<file path="src/hw/rtl/cts_pkg.sv">
// Shared types and constants for the cooperative task scheduler.
// No dependencies; every other scheduler file refers to this package.
package cts_pkg;

    localparam int MAX_TASKS = 16;
    localparam int SLOT_W    = (MAX_TASKS > 1) ? $clog2(MAX_TASKS) : 1;
    localparam int CNT_W     = $clog2(MAX_TASKS + 1);
    localparam int MODE_W    = 2;
    localparam int STATUS_W  = 2;
    localparam int IDX_W     = 4;
    localparam int WORD_W    = 64;

    typedef enum logic [MODE_W-1:0] {
        MODE_CREATE = 2'd0,
        MODE_YIELD  = 2'd1,
        MODE_EXIT   = 2'd2,
        MODE_START  = 2'd3
    } t_mode;

    typedef enum logic [STATUS_W-1:0] {
        RES_SWITCH   = 2'd0,
        RES_CONTINUE = 2'd1,
        RES_NONE     = 2'd2,
        RES_ERROR    = 2'd3
    } t_status;

    typedef enum logic [1:0] {
        ST_INVALID  = 2'd0,
        ST_READY    = 2'd1,
        ST_RUNNING  = 2'd2,
        ST_FINISHED = 2'd3
    } t_slot_state;

    // Commands from the controller to the datapath.
    typedef struct packed {
        logic capture;
        logic exec;
        logic load;
    } t_ctl_cmd;

endpackage

</file>
<file path="src/hw/rtl/cts_ifs.sv">
// Valid/ready channel interfaces for scheduler events and results.
// Depends on cts_pkg for field widths.
interface cts_req_if;
    logic                              valid;
    logic                              ready;
    logic [cts_pkg::MODE_W-1:0]        mode;
    logic [cts_pkg::WORD_W-1:0]        stack_pointer;
    logic [cts_pkg::WORD_W-1:0]        program_counter;

    modport source (output valid, mode, stack_pointer, program_counter, input ready);
    modport sink   (input valid, mode, stack_pointer, program_counter, output ready);
endinterface

interface cts_rsp_if;
    logic                              valid;
    logic                              ready;
    logic [cts_pkg::STATUS_W-1:0]      status;
    logic [cts_pkg::IDX_W-1:0]         task_index;
    logic [cts_pkg::WORD_W-1:0]        resume_sp;
    logic [cts_pkg::WORD_W-1:0]        resume_pc;

    modport source (output valid, status, task_index, resume_sp, resume_pc, input ready);
    modport sink   (input valid, status, task_index, resume_sp, resume_pc, output ready);
endinterface

</file>
<file path="src/hw/rtl/cts_ctrl.sv">
// Sequencing controller for the task scheduler: accept, execute, write back.
// Depends on cts_pkg for the command struct.
module cts_ctrl (
    input  logic              i_clk,
    input  logic              i_rst_n,
    input  logic              i_in_valid,
    input  logic              i_out_free,
    output logic              o_in_ready,
    output cts_pkg::t_ctl_cmd o_cmd
);

    typedef enum logic [1:0] {
        S_IDLE,
        S_EXEC,
        S_WB
    } t_fsm;

    t_fsm r_state;
    t_fsm n_state;
    logic accept;

    always_comb begin
        unique case (r_state)
            S_IDLE:  o_in_ready = 1'b1;
            S_WB:    o_in_ready = i_out_free;
            default: o_in_ready = 1'b0;
        endcase
    end

    assign accept        = i_in_valid & o_in_ready;
    assign o_cmd.capture = accept;
    assign o_cmd.exec    = (r_state == S_EXEC);
    assign o_cmd.load    = (r_state == S_WB) & i_out_free;

    always_comb begin
        n_state = r_state;
        unique case (r_state)
            S_IDLE: begin
                if (accept) n_state = S_EXEC;
            end
            S_EXEC: n_state = S_WB;
            S_WB: begin
                // A new transfer can be taken in the same cycle the result is loaded.
                if (i_out_free) n_state = accept ? S_EXEC : S_IDLE;
            end
            default: n_state = S_IDLE;
        endcase
    end

    always_ff @(posedge i_clk) begin
        if (!i_rst_n) begin
            r_state <= S_IDLE;
        end else begin
            r_state <= n_state;
        end
    end

endmodule

</file>
<file path="src/hw/rtl/cts_dp.sv">
// Scheduler datapath: task table, context memory, pickers and result register.
// Depends on cts_pkg; driven by commands from cts_ctrl.
module cts_dp (
    input  logic                            i_clk,
    input  logic                            i_rst_n,
    input  cts_pkg::t_ctl_cmd               i_cmd,
    input  logic [cts_pkg::MODE_W-1:0]      i_mode,
    input  logic [cts_pkg::WORD_W-1:0]      i_sp,
    input  logic [cts_pkg::WORD_W-1:0]      i_pc,
    input  logic                            i_out_ready,
    output logic                            o_out_free,
    output logic                            o_out_valid,
    output logic [cts_pkg::STATUS_W-1:0]    o_status,
    output logic [cts_pkg::IDX_W-1:0]       o_task_index,
    output logic [cts_pkg::WORD_W-1:0]      o_resume_sp,
    output logic [cts_pkg::WORD_W-1:0]      o_resume_pc
);

    localparam int N  = cts_pkg::MAX_TASKS;
    localparam int SW = cts_pkg::SLOT_W;
    localparam int CW = cts_pkg::CNT_W;
    localparam int WW = cts_pkg::WORD_W;
    localparam int IW = cts_pkg::IDX_W;

    // Captured event.
    cts_pkg::t_mode  r_mode;
    logic [WW-1:0]   r_sp;
    logic [WW-1:0]   r_pc;

    // Task table and scheduler state.
    cts_pkg::t_slot_state r_slot_state [N];
    logic [CW-1:0]   r_count;
    logic [SW-1:0]   r_cur;
    logic            r_cur_valid;

    // Context memory.
    logic [WW-1:0]   mem_sp [N];
    logic [WW-1:0]   mem_pc [N];
    logic [WW-1:0]   r_rd_sp;
    logic [WW-1:0]   r_rd_pc;

    // Result of the execute step, registered together with the read data.
    cts_pkg::t_status r_res_status;
    logic [SW-1:0]   r_res_slot;
    logic            r_res_use;

    // Result register.
    logic            r_out_valid;
    cts_pkg::t_status r_out_status;
    logic [IW-1:0]   r_out_idx;
    logic [WW-1:0]   r_out_sp;
    logic [WW-1:0]   r_out_pc;

    logic [N-1:0]    ready_mask;
    logic [N-1:0]    above_mask;
    logic            low_hit;
    logic [SW-1:0]   low_slot;
    logic            above_hit;
    logic [SW-1:0]   above_slot;
    logic            wrap_hit;
    logic [SW-1:0]   wrap_slot;
    logic            yield_hit;
    logic [SW-1:0]   yield_slot;
    logic            table_full;
    logic [SW-1:0]   new_slot;

    logic            wr_en;
    logic [SW-1:0]   wr_addr;
    logic [SW-1:0]   rd_addr;
    logic            set_en;
    logic [SW-1:0]   set_slot;
    cts_pkg::t_slot_state set_val;
    logic            run_en;
    logic [SW-1:0]   run_slot;
    logic            cnt_inc;
    logic            clr_cur;
    cts_pkg::t_status res_status;
    logic [SW-1:0]   res_slot;
    logic            res_use;
    logic [IW+SW-1:0] idx_wide;

    assign table_full = (r_count >= CW'(N));
    assign new_slot   = r_count[SW-1:0];

    always_comb begin
        for (int i = 0; i < N; i++) begin
            ready_mask[i] = (r_slot_state[i] == cts_pkg::ST_READY);
            above_mask[i] = (SW'(i) > r_cur);
        end
    end

    // Priority encoders: lowest ready slot overall, above the current slot,
    // and overall excluding the current slot (the wrapped part of the search).
    always_comb begin
        low_hit    = 1'b0;
        low_slot   = '0;
        above_hit  = 1'b0;
        above_slot = '0;
        wrap_hit   = 1'b0;
        wrap_slot  = '0;
        for (int i = N - 1; i >= 0; i--) begin
            if (ready_mask[i]) begin
                low_hit  = 1'b1;
                low_slot = SW'(i);
            end
            if (ready_mask[i] && above_mask[i]) begin
                above_hit  = 1'b1;
                above_slot = SW'(i);
            end
            if (ready_mask[i] && (SW'(i) != r_cur)) begin
                wrap_hit  = 1'b1;
                wrap_slot = SW'(i);
            end
        end
    end

    assign yield_hit  = above_hit | wrap_hit;
    assign yield_slot = above_hit ? above_slot : wrap_slot;

    always_comb begin
        wr_en      = 1'b0;
        wr_addr    = new_slot;
        rd_addr    = low_slot;
        set_en     = 1'b0;
        set_slot   = r_cur;
        set_val    = cts_pkg::ST_READY;
        run_en     = 1'b0;
        run_slot   = low_slot;
        cnt_inc    = 1'b0;
        clr_cur    = 1'b0;
        res_status = cts_pkg::RES_ERROR;
        res_slot   = '0;
        res_use    = 1'b0;
        unique case (r_mode)
            cts_pkg::MODE_CREATE: begin
                if (!table_full) begin
                    wr_en      = 1'b1;
                    wr_addr    = new_slot;
                    set_en     = 1'b1;
                    set_slot   = new_slot;
                    set_val    = cts_pkg::ST_READY;
                    cnt_inc    = 1'b1;
                    res_status = cts_pkg::RES_CONTINUE;
                    res_slot   = new_slot;
                end
            end
            cts_pkg::MODE_YIELD: begin
                if (r_cur_valid) begin
                    if (yield_hit) begin
                        wr_en      = 1'b1;
                        wr_addr    = r_cur;
                        set_en     = 1'b1;
                        set_slot   = r_cur;
                        set_val    = cts_pkg::ST_READY;
                        run_en     = 1'b1;
                        run_slot   = yield_slot;
                        rd_addr    = yield_slot;
                        res_status = cts_pkg::RES_SWITCH;
                        res_slot   = yield_slot;
                        res_use    = 1'b1;
                    end else begin
                        res_status = cts_pkg::RES_CONTINUE;
                        res_slot   = r_cur;
                    end
                end
            end
            default: begin
                // Exit retires the current task first; it is running, so the
                // pick below is not affected by that change.
                if (r_mode == cts_pkg::MODE_EXIT && r_cur_valid) begin
                    set_en   = 1'b1;
                    set_slot = r_cur;
                    set_val  = cts_pkg::ST_FINISHED;
                end
                if (low_hit) begin
                    run_en     = 1'b1;
                    run_slot   = low_slot;
                    rd_addr    = low_slot;
                    res_status = cts_pkg::RES_SWITCH;
                    res_slot   = low_slot;
                    res_use    = 1'b1;
                end else begin
                    clr_cur    = 1'b1;
                    res_status = cts_pkg::RES_NONE;
                end
            end
        endcase
    end

    always_ff @(posedge i_clk) begin
        if (i_cmd.capture) begin
            r_mode <= cts_pkg::t_mode'(i_mode);
            r_sp   <= i_sp;
            r_pc   <= i_pc;
        end
    end

    always_ff @(posedge i_clk) begin
        if (!i_rst_n) begin
            for (int i = 0; i < N; i++) r_slot_state[i] <= cts_pkg::ST_INVALID;
            r_count     <= '0;
            r_cur       <= '0;
            r_cur_valid <= 1'b0;
        end else if (i_cmd.exec) begin
            if (set_en) r_slot_state[set_slot] <= set_val;
            if (run_en) begin
                r_slot_state[run_slot] <= cts_pkg::ST_RUNNING;
                r_cur                  <= run_slot;
                r_cur_valid            <= 1'b1;
            end
            if (clr_cur) r_cur_valid <= 1'b0;
            if (cnt_inc) r_count <= r_count + CW'(1);
        end
    end

    // A switch on yield writes the current slot and reads another one.
    always_ff @(posedge i_clk) begin
        if (i_cmd.exec) begin
            if (wr_en) begin
                mem_sp[wr_addr] <= r_sp;
                mem_pc[wr_addr] <= r_pc;
            end
            r_rd_sp      <= mem_sp[rd_addr];
            r_rd_pc      <= mem_pc[rd_addr];
            r_res_status <= res_status;
            r_res_slot   <= res_slot;
            r_res_use    <= res_use;
        end
    end

    assign idx_wide = {{IW{1'b0}}, r_res_slot};

    always_ff @(posedge i_clk) begin
        if (i_cmd.load) begin
            r_out_status <= r_res_status;
            r_out_idx    <= idx_wide[IW-1:0];
            r_out_sp     <= r_res_use ? r_rd_sp : '0;
            r_out_pc     <= r_res_use ? r_rd_pc : '0;
        end
    end

    always_ff @(posedge i_clk) begin
        if (!i_rst_n) begin
            r_out_valid <= 1'b0;
        end else if (i_cmd.load) begin
            r_out_valid <= 1'b1;
        end else if (i_out_ready) begin
            r_out_valid <= 1'b0;
        end
    end

    assign o_out_free   = !r_out_valid || i_out_ready;
    assign o_out_valid  = r_out_valid;
    assign o_status     = r_out_status;
    assign o_task_index = r_out_idx;
    assign o_resume_sp  = r_out_sp;
    assign o_resume_pc  = r_out_pc;

endmodule

</file>
<file path="src/hw/rtl/cooperative_task_scheduler_core.sv">
// Cooperative round-robin task scheduler. Each event on the request channel
// (create, yield, exit, start) produces exactly one result on the response
// channel. An event first searches the task table (a yield rotates from the
// current task, exit and start take the lowest ready slot) and accesses the
// context memory, then loads the result register. A new event is accepted
// in the same cycle a result is loaded while the response side keeps up. A
// result waiting in the output register does not block the next event from
// being accepted and executed.
// Depends on cts_pkg, cts_ifs, cts_ctrl and cts_dp.
module cooperative_task_scheduler_core (
    input  logic      i_clk,
    input  logic      i_rst_n,
    cts_req_if.sink   i_req,
    cts_rsp_if.source o_rsp
);

    cts_pkg::t_ctl_cmd cmd;
    logic              out_free;

    cts_ctrl u_ctrl (
        .i_clk      (i_clk),
        .i_rst_n    (i_rst_n),
        .i_in_valid (i_req.valid),
        .i_out_free (out_free),
        .o_in_ready (i_req.ready),
        .o_cmd      (cmd)
    );

    cts_dp u_dp (
        .i_clk        (i_clk),
        .i_rst_n      (i_rst_n),
        .i_cmd        (cmd),
        .i_mode       (i_req.mode),
        .i_sp         (i_req.stack_pointer),
        .i_pc         (i_req.program_counter),
        .i_out_ready  (o_rsp.ready),
        .o_out_free   (out_free),
        .o_out_valid  (o_rsp.valid),
        .o_status     (o_rsp.status),
        .o_task_index (o_rsp.task_index),
        .o_resume_sp  (o_rsp.resume_sp),
        .o_resume_pc  (o_rsp.resume_pc)
    );

endmodule

</file>
<file path="src/flat_wrapper.sv">
// flat-port wrapper written by rule: the top's interface ports become plain ports
module cooperative_task_scheduler_core_flat 
  (i_clk, i_rst_n, i_req_valid, i_req_mode, i_req_stack_pointer, i_req_program_counter, i_req_ready, o_rsp_valid, o_rsp_status, o_rsp_task_index, o_rsp_resume_sp, o_rsp_resume_pc, o_rsp_ready);
  cts_req_if i_req_i ();
  cts_rsp_if o_rsp_i ();
  input  logic i_clk;
  input  logic i_rst_n;
  input wire logic [$bits(i_req_i.valid)-1:0] i_req_valid;
  input wire logic [$bits(i_req_i.mode)-1:0] i_req_mode;
  input wire logic [$bits(i_req_i.stack_pointer)-1:0] i_req_stack_pointer;
  input wire logic [$bits(i_req_i.program_counter)-1:0] i_req_program_counter;
  output wire logic [$bits(i_req_i.ready)-1:0] i_req_ready;
  output wire logic [$bits(o_rsp_i.valid)-1:0] o_rsp_valid;
  output wire logic [$bits(o_rsp_i.status)-1:0] o_rsp_status;
  output wire logic [$bits(o_rsp_i.task_index)-1:0] o_rsp_task_index;
  output wire logic [$bits(o_rsp_i.resume_sp)-1:0] o_rsp_resume_sp;
  output wire logic [$bits(o_rsp_i.resume_pc)-1:0] o_rsp_resume_pc;
  input wire logic [$bits(o_rsp_i.ready)-1:0] o_rsp_ready;
  assign i_req_i.valid = i_req_valid;
  assign i_req_i.mode = i_req_mode;
  assign i_req_i.stack_pointer = i_req_stack_pointer;
  assign i_req_i.program_counter = i_req_program_counter;
  assign i_req_ready = i_req_i.ready;
  assign o_rsp_valid = o_rsp_i.valid;
  assign o_rsp_status = o_rsp_i.status;
  assign o_rsp_task_index = o_rsp_i.task_index;
  assign o_rsp_resume_sp = o_rsp_i.resume_sp;
  assign o_rsp_resume_pc = o_rsp_i.resume_pc;
  assign o_rsp_i.ready = o_rsp_ready;
  cooperative_task_scheduler_core u_core (.i_clk(i_clk), .i_rst_n(i_rst_n), .i_req(i_req_i), .o_rsp(o_rsp_i));
endmodule
</file>
<file path="config.mk">
export PLATFORM = sky130hd
export DESIGN_NAME = cooperative_task_scheduler_core_flat
export DESIGN_NICKNAME = d
export VERILOG_FILES = /design/src/hw/rtl/cts_pkg.sv /design/src/hw/rtl/cts_ifs.sv /design/src/hw/rtl/cts_ctrl.sv /design/src/hw/rtl/cts_dp.sv /design/src/hw/rtl/cooperative_task_scheduler_core.sv /design/src/flat_wrapper.sv
export SDC_FILE = /design/constraint.sdc
export NUM_CORES = 2
export LEC_CHECK = 0
export BUFFER_PORTS_ARGS = -buffer_cell sky130_fd_sc_hd__buf_2
export CAP_MARGIN = 20
export CORE_UTILIZATION = 55
export CTS_CLUSTER_DIAMETER = 200
export CTS_CLUSTER_SIZE = 14
export DETAILED_ROUTE_END_ITERATION = 8
export GPL_ROUTABILITY_DRIVEN = 1
export GPL_TIMING_DRIVEN = 0
export PLACE_DENSITY = 0.71
export REMOVE_ABC_BUFFERS = 1
export SYNTH_ARGS = -nofsm -noshare
export SYNTH_HDL_FRONTEND = slang
export SYNTH_SLANG_ARGS = --single-unit
</file>
<file path="constraint.sdc">
create_clock -name i_clk -period 13.2 [get_ports i_clk]
set_input_delay 0.66 -clock i_clk [delete_from_list [all_inputs] [get_ports i_clk]]
set_output_delay 0.66 -clock i_clk [all_outputs]
set_load 0.05 [all_outputs]
</file>
==> impl_metrics.ini <==
[critical_path]
start_kind = flop
rr_worst_depth = 20
critPathBufInv = 11
rrSetupSlack_ns = 6.53
arrival_ns = 7.25
cp_max_fo = 29
crit_start = u_core.u_dp.r_cur[2]$_SDFFE_PN0P_
setup.worst_path.class = reg -> reg
worst-path-stages = 20
cp_slowest_cell = dfxtp_1
max_stage_delay_ns = 1.09
cp.required_ns = 13.77
crit_chain = nand2b_1 -> or3_1 -> a21oi_2 -> a41o_1 -> mux2i_4 -> buf_12 -> buf_12 -> buf_12 -> buf_12 -> buf_16 -> buf_12 -> buf_16 -> buf_12 -> buf_12 -> buf_16 -> buf_12 -> mux2i_1 -> o22a_1 -> o221ai_1 -> or3_1
cp_top_family = buffers and inverters
crit_path_end_kind = flop
crit_top_cell = buf_12
r2r_start = u_core.u_dp.r_cur[2]$_SDFFE_PN0P_

[grt]
antenna_found_initial = 5
grt_pass1_wl_mm = 316
grt-ovfl-total = 0
grt.total_usage = 0.253
grt_pass1_vias = 47100
grt_max_degree = 62

[place]
routabilityCongestion = 0.876
hpwl_mm = 133
io_buffers = 269
placedInstanceArea_um2 = 102000
dp_slack_ns = 6.73

[power_and_ir_drop]
powerDensity_nw_per_um2 = 132
peakVddDrop_mv = 0.115
p_leak_nw = 33.0

[run_status]
status = finished, final reports clean

[timing]
drv_slew = 0
fin_ws_ns = 6.53
period_share = 0.506
skew_ns = 0.0394
tightest_slew_ns = 1.15
hold_viol = 0
setup_violations = 0
post-route-min-period_ns = 6.67
fmax_mhz = 150
rsz0062_at_grt = false
max_slew_margin = 0.231

[yosys]
ys_async_sr_fraction = 0
yosysWarnings = 0
yosys_register_bits = 2492
synth.avg_cell_area_um2 = 18.9
synth_cell_type_count = 80
ys_seq_area_frac = 0.789
ys.flop_type = edfxtp_1
synth.cell_area_um2 = 94300
synth_edf_count = 2447
netlist_instances = 4994

[cells_and_area]
final_layout_size_suffix_gt1_frac = 0.136
regArea_um2 = 74400
multi_input_area_um2 = 18500
area_growth_pct = 14.8
fin_area_um2 = 108000
nNetsFinal = 5647
fill_cells = 11200
final_util = 0.637

[drt]
wl_per_cell_um = 28.5
routed_wl_mm = 221
vias_per_cell = 6.25
drt_iter0_drc = 6069
vias = 48500
drcViolationCount = 0
firstDrtPassIters = 8
ant_nets = 0

[clock_tree]
clock_path_buffers = 3
clock_latency_ns = 0.85
cts_tree = built
cts_root_buf = clkbuf_16
post-cts-setup-buffer-count = 0
path_clk_slew_ns = 0.08
cts.sinks = 2492
htreeDepth = 4
cts_made_buffers = 195

[floorplan]
core_um2 = 170000
io_pins = 270
die_h_um = 416
dieArea_um2 = 173000
initial_core_util = 0.555
fp.dieW_um = 416
rows = 151

[worst_hold_path]
whs_path_depth = 1
hold_class = in -> reg
hold_path_startpoint = i_req_program_counter[41]

[run]
maxCapViolations = 0
## placed cells by master, fill, tap and decap left out, types with 5 or more instances in the layout
master / n
mux2i_1: 1028
buf_12: 125
o221ai_1: 129
nand3_1: 19
buf_2: 269
and2_1: 139
a21oi_1: 25
clkbuf_1: 17
and3_1: 13
dfxtp_1: 45
nor2_4: 15
buf_16: 84
o22ai_1: 264
a21o_1: 5
nor3_1: 5
o22a_1: 128
dlygate4sd3_1: 91
nor2b_1: 27
buf_8: 24
o21ai_0: 25
o211ai_1: 18
nand2_1: 75
nor2_1: 37
or3_1: 129
nand2b_1: 22
edfxtp_1: 2447
inv_6: 5
a22oi_1: 14
clkbuf_16: 198
## cell families after synthesis
kind of cell / after synthesis / share of synthesized area
fa+ha+maj: 1 / 0.000133
buf+inv: 277 / 0.0170
compound gates: 659 / 0.0518
flops: 2492 / 0.789
simple gates: 533 / 0.0325
xor+xnor: 3 / 0.000279
mux: 1029 / 0.109
## power by group
part | total, W | switching [W] | internal (W)
Sequential | 0.00885 | 0.0000966 | 0.00875
Clock | 0.00520 | 0.00253 | 0.00266
Combinational | 0.000206 | 0.000136 | 0.0000698
## synth_stat cells, types with 25 or more instances
library cell / count / share of area
edfxtp_1: 2447 / 0.78
mux2i_1: 1029 / 0.11
o22ai_1: 264 / 0.018
buf_2: 150 / 0.0080
and2_1: 140 / 0.0093
o221ai_1: 129 / 0.012
or3_1: 129 / 0.0086
o22a_1: 128 / 0.012
nand2_1: 79 / 0.0031
clkbuf_1: 57 / 0.0023
nor2_1: 52 / 0.0021
dfxtp_1: 45 / 0.0096
buf_6: 34 / 0.0041
buf_4: 31 / 0.0025
nor2b_1: 27 / 0.0018
a21oi_1: 25 / 0.0013
o21ai_0: 25 / 0.0013
## final cells by class
class / count / area share
flip-flops and latches: 2492 / 0.687
multi-input cells: 2225 / 0.171
repair buffers: 594 / 0.0688
clock buffers: 215 / 0.0464
well taps: 2218 / 0.0256
clock inverters: 10 / 0.00123
inverters: 4 / 0.000208
diodes: 2 / 0.0000462
## per-layer routing
metal / wire (um) / GRT usage / share of wire / up-vias
met1: 93800 / 0.373 / 0.42 / 24900
met3: 17800 / 0.0365 / 0.080 / 370
met2: 103000 / 0.394 / 0.47 / 2241
met5: 13 / 0 / 0.000059 / -
met4: 6290 / 0.0771 / 0.028 / 2
li1: - / - / - / 21100
## worst reg2reg max path, cell delays in order (launching register included)
cell,delay (ns)
dfxtp_1,1.09
nand2b_1,0.30
or3_1,0.47
a21oi_2,0.25
a41o_1,0.61
mux2i_4,0.47
buf_12,0.24
buf_12,0.22
buf_12,0.23
buf_12,0.22
buf_16,0.20
buf_12,0.21
buf_16,0.21
buf_12,0.21
buf_12,0.22
buf_16,0.20
buf_12,0.21
mux2i_1,0.24
o22a_1,0.16
o221ai_1,0.11
or3_1,0.33
## metrics by stage
step / hold WS [ns] / std cells / power, W / TNS (ns)
2_1_floorplan: 0.400 / 4721 / 0.00910 / -9230.83
3_3_place_gp: 0.407 / 7208 / 0.00923 / -
3_5_place_dp: 0.416 / 7442 / 0.00920 / 0
4_1_cts: 0.0000557 / 7758 / 0.0143 / 0
5_1_grt: 0.0103 / 7758 / 0.0146 / 0
6_report: 0.0622 / 7760 / 0.0143 / 0
## sequential cells by signal, summed over array words and instances (netlist names), 2 cells and up
name,cells
u_core.u_dp.mem_pc,1024
u_core.u_dp.o_resume_pc,64
u_core.u_dp.r_mode,2
u_core.u_dp.o_resume_sp,64
u_core.u_dp.o_task_index,4
u_core.u_dp.r_cur,4
u_core.u_dp.r_rd_sp,64
u_core.u_dp.r_res_status,2
u_core.u_dp.r_res_slot,4
u_core.u_dp.o_status,2
u_core.u_dp.r_count,5
u_core.u_dp.r_slot_state,32
u_core.u_dp.r_pc,64
u_core.u_dp.mem_sp,1024
u_core.u_dp.r_sp,64
u_core.u_ctrl.r_state,2
u_core.u_dp.r_rd_pc,64
## what timing repair did
action,in CTS,in global routing
resized for setup,0,0
hold buffers,91,0
hold endpoints to repair,91,0
## worst paths after layout
path / endpoint
min reg2reg: u_core.u_dp.o_status[0]$_DFFE_PP_
min: u_core.u_dp.r_pc[41]$_DFFE_PP_
max reg2reg: u_core.u_dp.r_rd_pc[11]$_DFFE_PN_
max: u_core.u_dp.r_rd_pc[11]$_DFFE_PN_
(Power assumes the default switching activity.)
